==> src/sv/sed_pkg.sv <==
`timescale 1ns / 1ps

package sed_pkg;

    localparam int TILE_W  = 16;
    localparam int PAL_W   = 5;
    localparam int SX_W    = 10;
    localparam int SY_W    = 11;
    localparam int PRIO_W  = 8;
    localparam int PART_W  = 3;

    localparam logic [PRIO_W-1:0] PRIO_MASK_NONE = 8'h00;
    localparam logic [PRIO_W-1:0] PRIO_MASK_MID  = 8'hf0;
    localparam logic [PRIO_W-1:0] PRIO_MASK_TOP  = 8'hfc;

    localparam logic [1:0] PRIO_LVL_NONE = 2'd0;
    localparam logic [1:0] PRIO_LVL_MID  = 2'd1;

    localparam logic [8:0]  X_WRAP   = 9'd320;
    localparam logic [8:0]  Y_WRAP   = 9'd256;
    localparam logic signed [SY_W-1:0] X_ORIGIN = 11'sd304;
    localparam logic signed [SY_W-1:0] Y_ORIGIN = 11'sd240;
    localparam logic signed [SY_W-1:0] X_LIMIT  = 11'sd320;
    localparam logic [SY_W-1:0] PART_PITCH = 11'd16;

    // Decoded sprite entry, handed from the decoder to the part sequencer
    typedef struct packed {
        logic                   drop;
        logic                   flip;
        logic                   mirror_x;
        logic                   mirror_y;
        logic                   entry_fy;
        logic [PAL_W-1:0]       palette;
        logic [PRIO_W-1:0]      prio_mask;
        logic [SX_W-1:0]        screen_x;
        logic [SY_W-1:0]        pos_y;
        logic [TILE_W-1:0]      base;
        logic [PART_W-1:0]      last_idx;
    } dec_t;

endpackage

==> src/sv/sed_entry_decode.sv <==
`timescale 1ns / 1ps

module sed_entry_decode (
    input  logic [15:0]   attr_word,
    input  logic [15:0]   tile_word,
    input  logic [15:0]   pos_word,
    input  logic          odd_frame,
    input  logic          screen_flip,
    output sed_pkg::dec_t dec
);
    import sed_pkg::*;

    logic [PART_W-1:0]       m;
    logic signed [SY_W-1:0]  x9;
    logic signed [SY_W-1:0]  y9;
    logic signed [SY_W-1:0]  x_norm;
    logic signed [SY_W-1:0]  y_norm;
    logic                    flash_drop;
    logic                    x_drop;

    always_comb
    begin
        unique case (attr_word[10:9])
            2'd0:    m = 3'd0;
            2'd1:    m = 3'd1;
            2'd2:    m = 3'd3;
            default: m = 3'd7;
        endcase
    end

    // Fold the 9-bit positions into signed range
    assign x9 = (pos_word[8:0] >= X_WRAP) ? {{2{1'b1}}, pos_word[8:0]}
                                          : {2'b00, pos_word[8:0]};
    assign y9 = (attr_word[8:0] >= Y_WRAP) ? {{2{1'b1}}, attr_word[8:0]}
                                           : {2'b00, attr_word[8:0]};
    assign x_norm = X_ORIGIN - x9;
    assign y_norm = Y_ORIGIN - y9;

    assign flash_drop = attr_word[12] & odd_frame;
    assign x_drop     = (x_norm > X_LIMIT);

    always_comb
    begin
        dec.drop     = flash_drop | x_drop;
        dec.flip     = screen_flip;
        dec.mirror_x = attr_word[13] ^ screen_flip;
        dec.mirror_y = attr_word[14] ^ screen_flip;
        dec.entry_fy = attr_word[14];
        dec.palette  = pos_word[13:9];
        case (pos_word[15:14])
            PRIO_LVL_NONE: dec.prio_mask = PRIO_MASK_NONE;
            PRIO_LVL_MID:  dec.prio_mask = PRIO_MASK_MID;
            default:       dec.prio_mask = PRIO_MASK_TOP;
        endcase
        dec.screen_x = screen_flip ? x9[SX_W-1:0] : x_norm[SX_W-1:0];
        dec.pos_y    = screen_flip ? y9 : y_norm;
        dec.base     = tile_word & ~{{(TILE_W-PART_W){1'b0}}, m};
        dec.last_idx = m;
    end

endmodule

==> src/sv/sprite_entry_decoder_unit.sv <==
`timescale 1ns / 1ps

// Sprite entry decoder.
// Slave stream: one transaction carries a three-word sprite entry in s_tdata
// and the frame parity in s_tuser. Master stream: one draw command per
// vertical part, top part first, with m_tlast on the final part.
// A sprite has 1, 2, 4 or 8 parts; a flashing sprite on an odd frame or one
// whose x is off the right edge produces no transaction at all.
// Timing: after an entry is taken the block forms the first part's y on its
// shared adder in a setup state, then emits one part per cycle while the
// output register is free; a dropped entry leaves the input ready.
// The same adder steps y by 16 for each further part.
// s_tready is low while parts are still being produced. The output register
// holds a command until m_tready; a stall there freezes the part sequence.
// The last command may still wait in the output register while the next
// entry is accepted.
// Reset clears the sequencer and output valid, and sets screen_flip to 1.
// cfg_wr_en writes screen_flip; it takes effect on the next accepted entry.
module sprite_entry_decoder_unit (
    input  logic        clk,
    input  logic        rst_n,
    input  logic        cfg_wr_en,
    input  logic        cfg_wr_data,
    input  logic        s_tvalid,
    output logic        s_tready,
    input  logic [47:0] s_tdata,   // attr_word[15:0], tile_word[31:16], pos_word[47:32]
    input  logic        s_tuser,   // odd_frame[0]
    output logic        m_tvalid,
    input  logic        m_tready,
    output logic [55:0] m_tdata,   // tile_code[15:0], palette[20:16], mirror_x[21],
                                   // mirror_y[22], screen_x[32:23], screen_y[43:33],
                                   // prio_mask[51:44], zero[55:52]
    output logic        m_tlast    // last_part
);
    import sed_pkg::*;

    typedef enum logic [1:0] {
        ST_IDLE,
        ST_SETUP,
        ST_EMIT
    } state_t;

    state_t              state_reg, state_next;
    logic                screen_flip_reg;
    dec_t                dec;
    dec_t                ent_reg, ent_next;
    logic [PART_W-1:0]   idx_reg, idx_next;
    logic [SY_W-1:0]     sy_reg, sy_next;

    logic                m_tvalid_reg, m_tvalid_next;
    logic [TILE_W-1:0]   code_reg, code_next;
    logic [SY_W-1:0]     out_y_reg, out_y_next;
    logic                last_reg, last_next;
    logic [PAL_W-1:0]    pal_reg;
    logic                mx_reg, my_reg;
    logic [SX_W-1:0]     sx_reg;
    logic [PRIO_W-1:0]   prio_reg;

    logic                accept;
    logic                out_free;
    logic                emit;

    logic [SY_W-1:0]     add_a;
    logic [SY_W-1:0]     add_b;
    logic                add_neg;
    logic [SY_W-1:0]     add_sum;
    logic [PART_W-1:0]   part_off;

    sed_entry_decode u_dec (
        .attr_word   (s_tdata[15:0]),
        .tile_word   (s_tdata[31:16]),
        .pos_word    (s_tdata[47:32]),
        .odd_frame   (s_tuser),
        .screen_flip (screen_flip_reg),
        .dec         (dec)
    );

    assign s_tready = (state_reg == ST_IDLE);
    assign accept   = s_tvalid & s_tready;
    assign out_free = ~m_tvalid_reg | m_tready;
    assign emit     = (state_reg == ST_EMIT) & out_free;

    // Shared adder: start y in setup, then step by one part pitch per command
    always_comb
    begin
        if (state_reg == ST_SETUP)
        begin
            add_a   = ent_reg.pos_y;
            add_b   = {{(SY_W-PART_W-4){1'b0}}, ent_reg.last_idx, 4'b0000};
            add_neg = ~ent_reg.flip;
        end
        else
        begin
            add_a   = sy_reg;
            add_b   = PART_PITCH;
            add_neg = ent_reg.flip;
        end
        add_sum = add_a + (add_b ^ {SY_W{add_neg}}) + {{(SY_W-1){1'b0}}, add_neg};
    end

    assign part_off = ent_reg.entry_fy ? idx_reg : (~idx_reg & ent_reg.last_idx);

    always_comb
    begin
        state_next    = state_reg;
        ent_next      = ent_reg;
        idx_next      = idx_reg;
        sy_next       = sy_reg;
        m_tvalid_next = m_tvalid_reg & ~m_tready;
        code_next     = code_reg;
        out_y_next    = out_y_reg;
        last_next     = last_reg;
        unique case (state_reg)
            ST_IDLE:
            begin
                if (accept && !dec.drop)
                begin
                    ent_next   = dec;
                    idx_next   = dec.last_idx;
                    state_next = ST_SETUP;
                end
            end
            ST_SETUP:
            begin
                sy_next    = add_sum;
                state_next = ST_EMIT;
            end
            ST_EMIT:
            begin
                if (out_free)
                begin
                    m_tvalid_next = 1'b1;
                    code_next     = ent_reg.base | {{(TILE_W-PART_W){1'b0}}, part_off};
                    out_y_next    = sy_reg;
                    last_next     = (idx_reg == '0);
                    sy_next       = add_sum;
                    idx_next      = idx_reg - PART_W'(1);
                    if (idx_reg == '0)
                        state_next = ST_IDLE;
                end
            end
            default: state_next = ST_IDLE;
        endcase
    end

    always_ff @(posedge clk or negedge rst_n)
    begin
        if (!rst_n)
        begin
            state_reg       <= ST_IDLE;
            screen_flip_reg <= 1'b1;
            m_tvalid_reg    <= 1'b0;
            idx_reg         <= '0;
        end
        else
        begin
            state_reg    <= state_next;
            m_tvalid_reg <= m_tvalid_next;
            idx_reg      <= idx_next;
            if (cfg_wr_en)
                screen_flip_reg <= cfg_wr_data;
        end
    end

    always_ff @(posedge clk)
    begin
        ent_reg   <= ent_next;
        sy_reg    <= sy_next;
        code_reg  <= code_next;
        out_y_reg <= out_y_next;
        last_reg  <= last_next;
        if (emit)
        begin
            pal_reg  <= ent_reg.palette;
            mx_reg   <= ent_reg.mirror_x;
            my_reg   <= ent_reg.mirror_y;
            sx_reg   <= ent_reg.screen_x;
            prio_reg <= ent_reg.prio_mask;
        end
    end

    assign m_tvalid = m_tvalid_reg;
    assign m_tlast  = last_reg;
    assign m_tdata  = {4'b0000, prio_reg, out_y_reg, sx_reg, my_reg, mx_reg,
                       pal_reg, code_reg};

    a_busy_after_entry: assert property (@(posedge clk) disable iff (!rst_n)
        accept && !dec.drop |=> !s_tready)
        else $error("input still ready after a drawable entry");

    a_dropped_entry_idle: assert property (@(posedge clk) disable iff (!rst_n)
        accept && dec.drop |=> s_tready)
        else $error("dropped entry started the part sequence");

    a_last_returns_idle: assert property (@(posedge clk) disable iff (!rst_n)
        emit && idx_reg == '0 |=> s_tready && m_tvalid && m_tlast)
        else $error("final part did not return the sequencer to idle");

    a_idx_in_range: assert property (@(posedge clk) disable iff (!rst_n)
        state_reg != ST_IDLE |-> idx_reg <= ent_reg.last_idx)
        else $error("part index beyond sprite height");

    a_setup_to_emit: assert property (@(posedge clk) disable iff (!rst_n)
        state_reg == ST_SETUP |=> state_reg == ST_EMIT)
        else $error("setup did not advance to emission");

endmodule
==> config.mk <==
export PLATFORM = sky130hd
export DESIGN_NAME = sprite_entry_decoder_unit
export DESIGN_NICKNAME = d
export VERILOG_FILES = /design/src/sv/sed_pkg.sv /design/src/sv/sed_entry_decode.sv /design/src/sv/sprite_entry_decoder_unit.sv
export SDC_FILE = /design/constraint.sdc
export NUM_CORES = 1
export LEC_CHECK = 0
export BUFFER_PORTS_ARGS = -buffer_cell sky130_fd_sc_hd__clkbuf_2
export CORE_MARGIN = 2
export CORE_UTILIZATION = 24
export CTS_BUF_LIST = sky130_fd_sc_hd__clkbuf_4 sky130_fd_sc_hd__clkbuf_8
export CTS_CLUSTER_DIAMETER = 30
export DETAILED_ROUTE_END_ITERATION = 7
export PLACE_DENSITY = 0.45
export RECOVER_POWER = 100
export SETUP_SLACK_MARGIN = 0.1
export SLEW_MARGIN = 10
export SYNTH_ARGS = -nofsm -noshare
export SYNTH_HDL_FRONTEND = slang
export SYNTH_HIERARCHICAL = 1
export SYNTH_SLANG_ARGS = --single-unit
==> constraint.sdc <==
create_clock -name clk -period 9.5 [get_ports clk]
set_clock_uncertainty 0.1 [all_clocks]
set_input_delay 1.9 -clock clk [delete_from_list [all_inputs] [get_ports clk]]
set_output_delay 1.9 -clock clk [all_outputs]
set_load 0.02 [all_outputs]
==> results of run 1 <==
==> worst paths after layout <==
| kind | slack (ps) | endpoint | cells past startpoint |
|---|---|---|---|
| worst min-delay path | 320 | code_reg[11]$_DFFE_PP_ | 0 |
| min in group asynchronous | 1310 | idx_reg[1]$_DFFE_PN0P_ | 1 |
| worst max register to register | 4590 | sy_reg[8]$_DFFE_PP_ | 4 |
| max in group asynchronous | 7620 | screen_flip_reg$_DFFE_PN1P_ | 1 |
| worst min register to register | 320 | code_reg[11]$_DFFE_PP_ | 0 |
| worst max-delay path | 2990 | idx_reg[2]$_DFFE_PN0P_ | 12 |
==> layout make-up <==
class / instances / area (um2) / share of cell area
clock inverter: 15 / 96.3 / 0.0149
tap: 313 / 392 / 0.0604
inverter: 12 / 45.0 / 0.00695
multi-input combinational: 224 / 1440 / 0.222
clock buffer: 17 / 234 / 0.0361
timing repair buffer: 109 / 468 / 0.0722
sequential: 128 / 3810 / 0.588
==> layer usage <==
layer / GRT usage / up-vias / share of wire
met5: 0 / - / 0
met4: 0.0511 / 0 / 0.020
met3: 0.0284 / 14 / 0.060
met2: 0.143 / 110 / 0.43
met1: 0.128 / 1629 / 0.49
li1: - / 1602 / -
==> synth_stat cells, types with 3 or more instances <==
cell type / n / area [um2]
nor3b_1: 3 / 22.5
or2_2: 3 / 18.8
xnor2_1: 10 / 87.6
and2_1: 3 / 18.8
dfrtp_1: 6 / 150
nor4b_1: 3 / 26.3
ha_1: 12 / 150
nor3_1: 9 / 45.0
a21oi_1: 17 / 85.1
edfxtp_1: 121 / 3630
nand2_1: 46 / 173
inv_1: 11 / 41.3
nand3_1: 4 / 20.0
buf_4: 35 / 263
clkbuf_1: 8 / 30.0
nor2b_1: 5 / 31.3
nor2_1: 28 / 105
mux2_2: 3 / 33.8
o21ai_0: 9 / 45.0
xor2_1: 18 / 158
==> cells by family after synthesis <==
kind of cell	share of synthesized area
AO/OA/AOI/OAI	0.0646
AND/OR/NAND/NOR	0.110
flip-flops	0.678
adder cells (fa/ha/maj)	0.0267
multiplexers	0.00980
buffers and inverters	0.0626
other	0.00134
XOR/XNOR	0.0466
==> where the power goes <==
group,total (uW),switching [uW],leakage (uW),internal [uW]
combinational,509,340,0.000934,168
sequential,853,59.3,0.00120,794
clock,400,223,0.000159,177
==> critical path: cells and delay by family <==
kind / cells / cell delay, ps
muxes: 1 / 170
buffers and inverters: 3 / 1020
adders and majority gates: 1 / 210
and+or+nand+nor: 4 / 2850
AOI/OAI and AO/OA: 3 / 530
==> stage by stage <==
stage / hold WS, ps / instance area, um2 / setup WS, ps
after floorplan: 300 / 5640 / 2160
after global placement: 300 / 6290 / 4080
after detailed placement: 305 / 6290 / 3960
after CTS: 323 / 6620 / 4440
after global routing: 331 / 6480 / 2420
final: 321 / 6480 / 2990
==> impl_metrics.json, run 1 <==
{
  "max_cap_viol_count": 2,
  "layout_commonest_cell": "edfxtp_1",
  "firstDrtPassIters": 4,
  "crit_type": "primary input to flip-flop",
  "cp_slowest_cell": "nor4b_1",
  "first_global_vias": 3443,
  "grt_max_degree": 48,
  "clockBufferDepth": 2,
  "drc": 0,
  "final_nets": 559,
  "drt-total-wl_um": 11600,
  "grt_pass1_wl_um": 18000,
  "endpoint_kind": "flip-flop",
  "synth-edff-count": 121,
  "wl_per_cell_um": 14.2,
  "clk_latency_ps": 430,
  "largest_reg_flops": 57,
  "slew_viol_final": 57,
  "tightest_slew_ps": 2460,
  "diodes": 0,
  "hold_viol": 0,
  "clk_pin_slew_ps": 80,
  "p_total_uw": 1760,
  "hold_start": "ent_reg[14]$_DFFE_PP_",
  "synth_area_um2": 5620,
  "initial_core_util": 0.247,
  "ios": 114,
  "synth_cells": 406,
  "syn_area_per_cell_um2": 13.8,
  "area_growth_pct": 15.4,
  "rows": 55,
  "track_usage": 0.0969,
  "path_cells": "clkbuf_1, inv_1, ha_1, or3b_1, nor3_1, mux2_1, o211ai_1, nor4b_1, buf_4, nor2_1, a211oi_1, a21oi_1",
  "final_util": 0.285,
  "cp-startpoint": "s_tdata[32]",
  "instances_no_fill": 818,
  "synth-seq-cells": 128,
  "yosys_warnings": 6,
  "htreeDepth": 4,
  "ys_async_sr_fraction": 0.0547,
  "peakVddDrop_uv": 58.0,
  "gr-total-overflow": 0,
  "status": "finished, violations left",
  "cts_tree": "done",
  "port_buffers": 107,
  "ctsResizeCount": 0,
  "viasPerCell": 4.10,
  "violations": "max-capacitance violations, max-slew violations",
  "root_buffer": "clkbuf_8",
  "p_per_area_nw_per_um2": 272,
  "ant_nets": 0,
  "antenna_found_initial": 0,
  "hold_path.class": "flip-flop to flip-flop",
  "start_kind": "primary input",
  "synth_cell_types": 64,
  "place.gp.congestion": 0.824,
  "required_ps": 9710,
  "fill_cells": 2384,
  "num_vias": 3355,
  "fin_crit_sh": 0.685,
  "rsz0062_at_grt": "no",
  "synthFlopType": "edfxtp_1",
  "p_leak_uw": 0.00230,
  "fp.dieH_um": 157,
  "dieArea_um2": 24600,
  "core_um2": 22800,
  "yosysSeqAreaShare": 0.678,
  "dp_hpwl_um": 8080,
  "timing.setup.tns_ps": 0,
  "max_stage_delay_ps": 1940,
  "period_needed_ps": 6510,
  "die_w_um": 157,
  "holdBufCountCts": 0,
  "dp_cells": 786,
  "worstPathArrival_ps": 6720,
  "fmax_mhz": 154,
  "cts_buffers": 17,
  "maxSlewHeadroom": -0.663,
  "mostFrequentLayoutCells": "121 x edfxtp_1, 64 x clkbuf_1, 46 x nand2_1",
  "drt_iter0_drc": 155,
  "drive_above_1_share": 0.170,
  "cp_max_fo": 47,
  "post_cts_buffers": 0,
  "r2r_start": "state_reg[1]$_DFFE_PN0P_",
  "setup-violations-final": 0,
  "cts.sinks": 128
}
Note: power is estimated with default switching activity, not from simulation.
==> run 2, diff against run 1 <==
--- a/config.mk
+++ b/config.mk
@@ -5,13 +5,14 @@
 export SDC_FILE = /design/constraint.sdc
 export NUM_CORES = 1
 export LEC_CHECK = 0
+export ABC_AREA = 1
 export BUFFER_PORTS_ARGS = -buffer_cell sky130_fd_sc_hd__clkbuf_2
 export CORE_MARGIN = 2
 export CORE_UTILIZATION = 24
 export CTS_BUF_LIST = sky130_fd_sc_hd__clkbuf_4 sky130_fd_sc_hd__clkbuf_8
 export CTS_CLUSTER_DIAMETER = 30
 export DETAILED_ROUTE_END_ITERATION = 7
-export PLACE_DENSITY = 0.45
+export PLACE_DENSITY = 0.47
 export RECOVER_POWER = 100
 export SETUP_SLACK_MARGIN = 0.1
 export SLEW_MARGIN = 10
==> constraint.sdc (replaced) <==
create_clock -name clk -period 5.78 [get_ports clk]
set_clock_uncertainty 0.1 [all_clocks]
set_input_delay 1.156 -clock clk [delete_from_list [all_inputs] [get_ports clk]]
set_output_delay 1.156 -clock clk [all_outputs]
set_load 0.02 [all_outputs]
==> impl_metrics.json, run 2 <==
{
  "status": "finished, violations left",
  "violations": "max-capacitance violations, max-slew violations",
  "synthTopCellsByCount": "121 x edfxtp_1, 117 x nand2_1, 36 x inv_1, 35 x buf_4, 25 x nand3_1",
  "initial_core_util": 0.242,
  "final_nets": 632,
  "synth_cells": 473,
  "ant_nets": 0,
  "fmax_mhz": 276,
  "htreeDepth": 4,
  "drt_iter0_drc": 129,
  "hold_viol": 0,
  "diodes": 0,
  "layout_commonest_cell": "nand2_1",
  "yosysMostFrequentCell": "edfxtp_1",
  "viasPerCell": 3.84,
  "cts_buffers": 17,
  "drive_above_1_share": 0.171,
  "worstPathArrival_ps": 3610,
  "post_cts_buffers": 0,
  "hold_path.class": "flip-flop to flip-flop",
  "wl_per_cell_um": 12.5,
  "grt_pass1_wl_um": 17400,
  "yosysSeqAreaShare": 0.677,
  "firstDrtPassIters": 4,
  "fin_crit_sh": 0.628,
  "slew_viol_final": 25,
  "p_leak_uw": 0.00261,
  "synth_area_um2": 5630,
  "busiest_layer": "met2",
  "synth_top_cell_by_area": "edfxtp_1",
  "first_global_vias": 3487,
  "max_cap_viol_count": 1,
  "ctsResizeCount": 0,
  "ys_async_sr_fraction": 0.0547,
  "area_growth_pct": 17.8,
  "fp.dieH_um": 157,
  "gr-total-overflow": 0,
  "die_w_um": 157,
  "rows": 56,
  "met3_usage": 0.0361,
  "start_kind": "flip-flop",
  "cts_tree": "done",
  "drt-total-wl_um": 11200,
  "clockBufferDepth": 2,
  "period_needed_ps": 3630,
  "synth-edff-count": 121,
  "grt.met2_usage": 0.159,
  "core_um2": 23300,
  "num_vias": 3445,
  "clk_pin_slew_ps": 80,
  "track_usage": 0.0942,
  "tightest_slew_ps": 2110,
  "mostFrequentLayoutCells": "122 x nand2_1, 121 x edfxtp_1, 62 x clkbuf_1",
  "crit_type": "flip-flop to flip-flop",
  "largest_reg_flops": 57,
  "ios": 114,
  "setup-violations-final": 0,
  "required_ps": 5760,
  "synth_area_leaders": "edfxtp_1 65%, nand2_1 7.8%, buf_4 4.7%, dfrtp_1 2.7%, ha_1 2.7%",
  "endpoint_kind": "flip-flop",
  "yosys_warnings": 6,
  "antenna_found_initial": 0,
  "synth_top_area_share": 0.645,
  "cts.sinks": 128,
  "synth_cell_types": 35,
  "gr-usage-met1": 0.108,
  "synth-seq-cells": 128,
  "syn_area_per_cell_um2": 11.9,
  "root_buffer": "clkbuf_8",
  "grt_max_degree": 36,
  "timing.setup.tns_ps": 0,
  "cp_max_fo": 30,
  "dpl_cell_area_um2": 6340,
  "design_area_um2": 6640,
  "p_per_area_nw_per_um2": 469,
  "maxSlewHeadroom": -0.414,
  "port_buffers": 107,
  "clk_latency_ps": 440,
  "holdBufCountCts": 0,
  "rsz0062_at_grt": "no",
  "synthFlopType": "edfxtp_1",
  "dp_hpwl_um": 8160,
  "dieArea_um2": 24700,
  "place.gp.congestion": 0.782,
  "drc": 0,
  "peakVddDrop_uv": 127
}
run 2: cell families after synthesis:
logic type	after synthesis	synth area share
buffers and inverters	83	0.0791
AND/OR/NAND/NOR	190	0.148
flip-flops	128	0.677
other	2	0.00133
XOR/XNOR	15	0.0233
multiplexers	1	0.00200
adder cells (fa/ha/maj)	12	0.0267
AO/OA/AOI/OAI	42	0.0427
run 2: critical path, cell delays in order, from the launching register on:
cell,delay (ps)
dfrtp_1,450
nor2_1,320
inv_1,200
nor2_1,1590
buf_4,610
run 2: worst paths after layout:
check,start,end,slack (ps),cells past startpoint
max,state_reg[0]$_DFFE_PN0P_,code_reg[7]$_DFFE_PP_,2150,4
min,ent_reg[52]$_DFFE_PP_,pal_reg[4]$_DFFE_PP_,320,0
max reg2reg,state_reg[0]$_DFFE_PN0P_,code_reg[7]$_DFFE_PP_,2150,4
min reg2reg,ent_reg[52]$_DFFE_PP_,pal_reg[4]$_DFFE_PP_,320,0
max in group asynchronous,rst_n,screen_flip_reg$_DFFE_PN1P_,4680,1
min in group asynchronous,rst_n,m_tvalid$_DFF_PN0_,550,1
run 2: final cells by class:
type,count,area (um2)
Sequential cell,128,3810
Timing Repair Buffer,110,490
Fill cell,2457,16600
Clock buffer,17,234
Tap cell,319,399
Inverter,42,159
Clock inverter,15,173
Multi-Input combinational cell,266,1370
run 2: through the flow:
stage	power [uW]	hold WS [ps]	instances	util	setup WS (ps)
6_report	3110	320	897	0.285	2150
5_1_grt	3330	324	897	0.285	1790
4_1_cts	3210	319	897	0.290	2360
3_5_place_dp	2400	305	865	0.273	1880
3_3_place_gp	2380	301	865	0.273	1910
2_1_floorplan	2100	300	477	-	614
run 2: power by group:
part / switching [uW] / total, uW / internal, uW / leakage, uW
clock network: 394 / 791 / 397 / 0.000202
logic: 645 / 899 / 253 / 0.00120
registers: 80.1 / 1420 / 1340 / 0.00121
run 2: layer usage:
metal	part of all wire	vias to the layer above
li1	-	1757
met1	0.45	1586
met2	0.48	95
met3	0.064	7
met4	0.011	0
met5	0	-
==> run 3, diff against run 2 <==
--- a/config.mk
+++ b/config.mk
@@ -5,14 +5,14 @@
 export SDC_FILE = /design/constraint.sdc
 export NUM_CORES = 1
 export LEC_CHECK = 0
-export ABC_AREA = 1
+export ABC_AREA = 0
 export BUFFER_PORTS_ARGS = -buffer_cell sky130_fd_sc_hd__clkbuf_2
 export CORE_MARGIN = 2
 export CORE_UTILIZATION = 24
 export CTS_BUF_LIST = sky130_fd_sc_hd__clkbuf_4 sky130_fd_sc_hd__clkbuf_8
 export CTS_CLUSTER_DIAMETER = 30
 export DETAILED_ROUTE_END_ITERATION = 7
-export PLACE_DENSITY = 0.47
+export PLACE_DENSITY = 0.45
 export RECOVER_POWER = 100
 export SETUP_SLACK_MARGIN = 0.1
 export SLEW_MARGIN = 10
==> constraint.sdc (replaced) <==
create_clock -name clk -period 3.41 [get_ports clk]
set_clock_uncertainty 0.1 [all_clocks]
set_input_delay 0.682 -clock clk [delete_from_list [all_inputs] [get_ports clk]]
set_output_delay 0.682 -clock clk [all_outputs]
set_load 0.02 [all_outputs]
==> impl_metrics.json, run 3 (synthesis results as in run 1) <==
{
  "cts_tree": "done",
  "htreeDepth": 4,
  "worstPathArrival_ps": 3040,
  "cp_slowest_cell": "nor4b_4",
  "initial_core_util": 0.247,
  "layout_commonest_cell": "edfxtp_1",
  "dp_hpwl_um": 8600,
  "hold_viol": 0,
  "port_buffers": 107,
  "endpoint_kind": "flip-flop",
  "maxSlewHeadroom": 0.421,
  "area_growth_pct": 19.5,
  "drc": 0,
  "root_buffer": "clkbuf_8",
  "mostFrequentLayoutCells": "121 x edfxtp_1, 67 x clkbuf_1, 46 x nand2_1, 46 x clkbuf_2, 28 x nor2_1",
  "dpl_cell_area_um2": 6410,
  "track_usage": 0.100,
  "cp_max_fo": 14,
  "core_um2": 22800,
  "worst-path-buf-inv": 3,
  "fin_crit_sh": 0.895,
  "die_w_um": 157,
  "start_kind": "primary input",
  "dieArea_um2": 24600,
  "clk_pin_slew_ps": 80,
  "drt_iter0_drc": 152,
  "fmax_mhz": 328,
  "largest_reg_flops": 57,
  "cts_buffers": 17,
  "max_cap_viol_count": 0,
  "status": "finished clean",
  "antenna_found_initial": 0,
  "required_ps": 3400,
  "p_per_area_nw_per_um2": 782,
  "p_leak_uw": 0.00242,
  "final_nets": 572,
  "ios": 114,
  "firstDrtPassIters": 5,
  "setup-violations-final": 0,
  "fill_cells": 2345,
  "path_cells": "clkbuf_1, clkinvlp_2, ha_1, or3b_1, a21oi_1, o311ai_0, o211ai_1, nor4b_4, clkbuf_2",
  "fp.dieH_um": 157,
  "cts.sinks": 128,
  "max_stage_delay_ps": 440,
  "critical-path-top-delay-family": "buffers and inverters",
  "clk_latency_ps": 440,
  "design_area_um2": 6710,
  "diodes": 0,
  "place.gp.congestion": 0.789,
  "ant_nets": 0,
  "period_needed_ps": 3050,
  "num_vias": 3338,
  "viasPerCell": 4.02,
  "hold_path.class": "flip-flop to flip-flop",
  "first_global_vias": 3431,
  "grt_pass1_wl_um": 18500,
  "crit_type": "primary input to flip-flop",
  "holdWs_ps": 314,
  "clockBufferDepth": 2,
  "drt-total-wl_um": 11800,
  "tightest_slew_ps": 868,
  "rsz0062_at_grt": "no",
  "wl_per_cell_um": 14.2,
  "gr-total-overflow": 0,
  "slew_viol_final": 0,
  "rows": 55,
  "drive_above_1_share": 0.197,
  "peakVddDrop_uv": 226,
  "post_cts_buffers": 0,
  "grt_max_degree": 34
}
[run 3: cell type report]
class / instances / area (um2) / share of cell area
Sequential cell: 128 / 3810 / 0.568
Multi-Input combinational cell: 224 / 1480 / 0.221
Inverter: 12 / 58.8 / 0.00877
Tap cell: 313 / 392 / 0.0584
Clock inverter: 13 / 169 / 0.0252
Timing Repair Buffer: 122 / 549 / 0.0819
Clock buffer: 19 / 249 / 0.0371
[run 3: final timing paths]
check	slack, ps	depth (start not counted)	from	endpoint
hold reg to reg	310	0	ent_reg[39]$_DFFE_PP_	sx_reg[9]$_DFFE_PP_
setup / recovery	360	9	s_tdata[32]	ent_reg[44]$_DFFE_PP_
setup reg to reg	390	4	state_reg[1]$_DFFE_PN0P_	code_reg[6]$_DFFE_PP_
max in group asynchronous	2230	2	rst_n	screen_flip_reg$_DFFE_PN1P_
hold / removal	310	0	ent_reg[39]$_DFFE_PP_	sx_reg[9]$_DFFE_PP_
min in group asynchronous	640	2	rst_n	idx_reg[1]$_DFFE_PN0P_
[run 3: per-stage QoR]
step           std cells  total power (uW)  setup WS [ps]  setup TNS, ps  utilization
6_report             831              5250            357              0        0.294
2_1_floorplan        410              3470          -1110         -47170            -
3_5_place_dp         798              4000            181              0        0.281
5_1_grt              831              5600            126              0        0.294
3_3_place_gp         798              3970            214              0        0.281
4_1_cts              831              5430            465              0        0.300
[run 3: repair_timing]
action / in CTS / in global routing
endpoints found under the setup margin: 0 / 0
resized for setup: 0 / 0
hold endpoints to repair: 6 / 0
hold buffers: 1 / 0
[run 3: where the power goes]
part / total [uW] / switching (uW) / internal, uW
Sequential: 2350 / 147 / 2200
Clock: 1380 / 581 / 802
Combinational: 1520 / 999 / 517
Total: 5250 / 1730 / 3520
[run 3: routing by layer]
| metal | global-route usage | vias to the layer above | part of all wire |
|---|---|---|---|
| met5 | 0 | - | 0 |
| met4 | 0.0402 | 0 | 0.017 |
| met3 | 0.0325 | 12 | 0.058 |
| met2 | 0.152 | 111 | 0.45 |
| met1 | 0.133 | 1585 | 0.48 |
| li1 | - | 1630 | - |
[run 3: worst reg2reg max path, delay by kind of cell (launching register included)]
kind                   cells  cell delay [ps]
buffers and inverters      2             1110
AND/OR/NAND/NOR            2             1070
flip-flops                 1              340
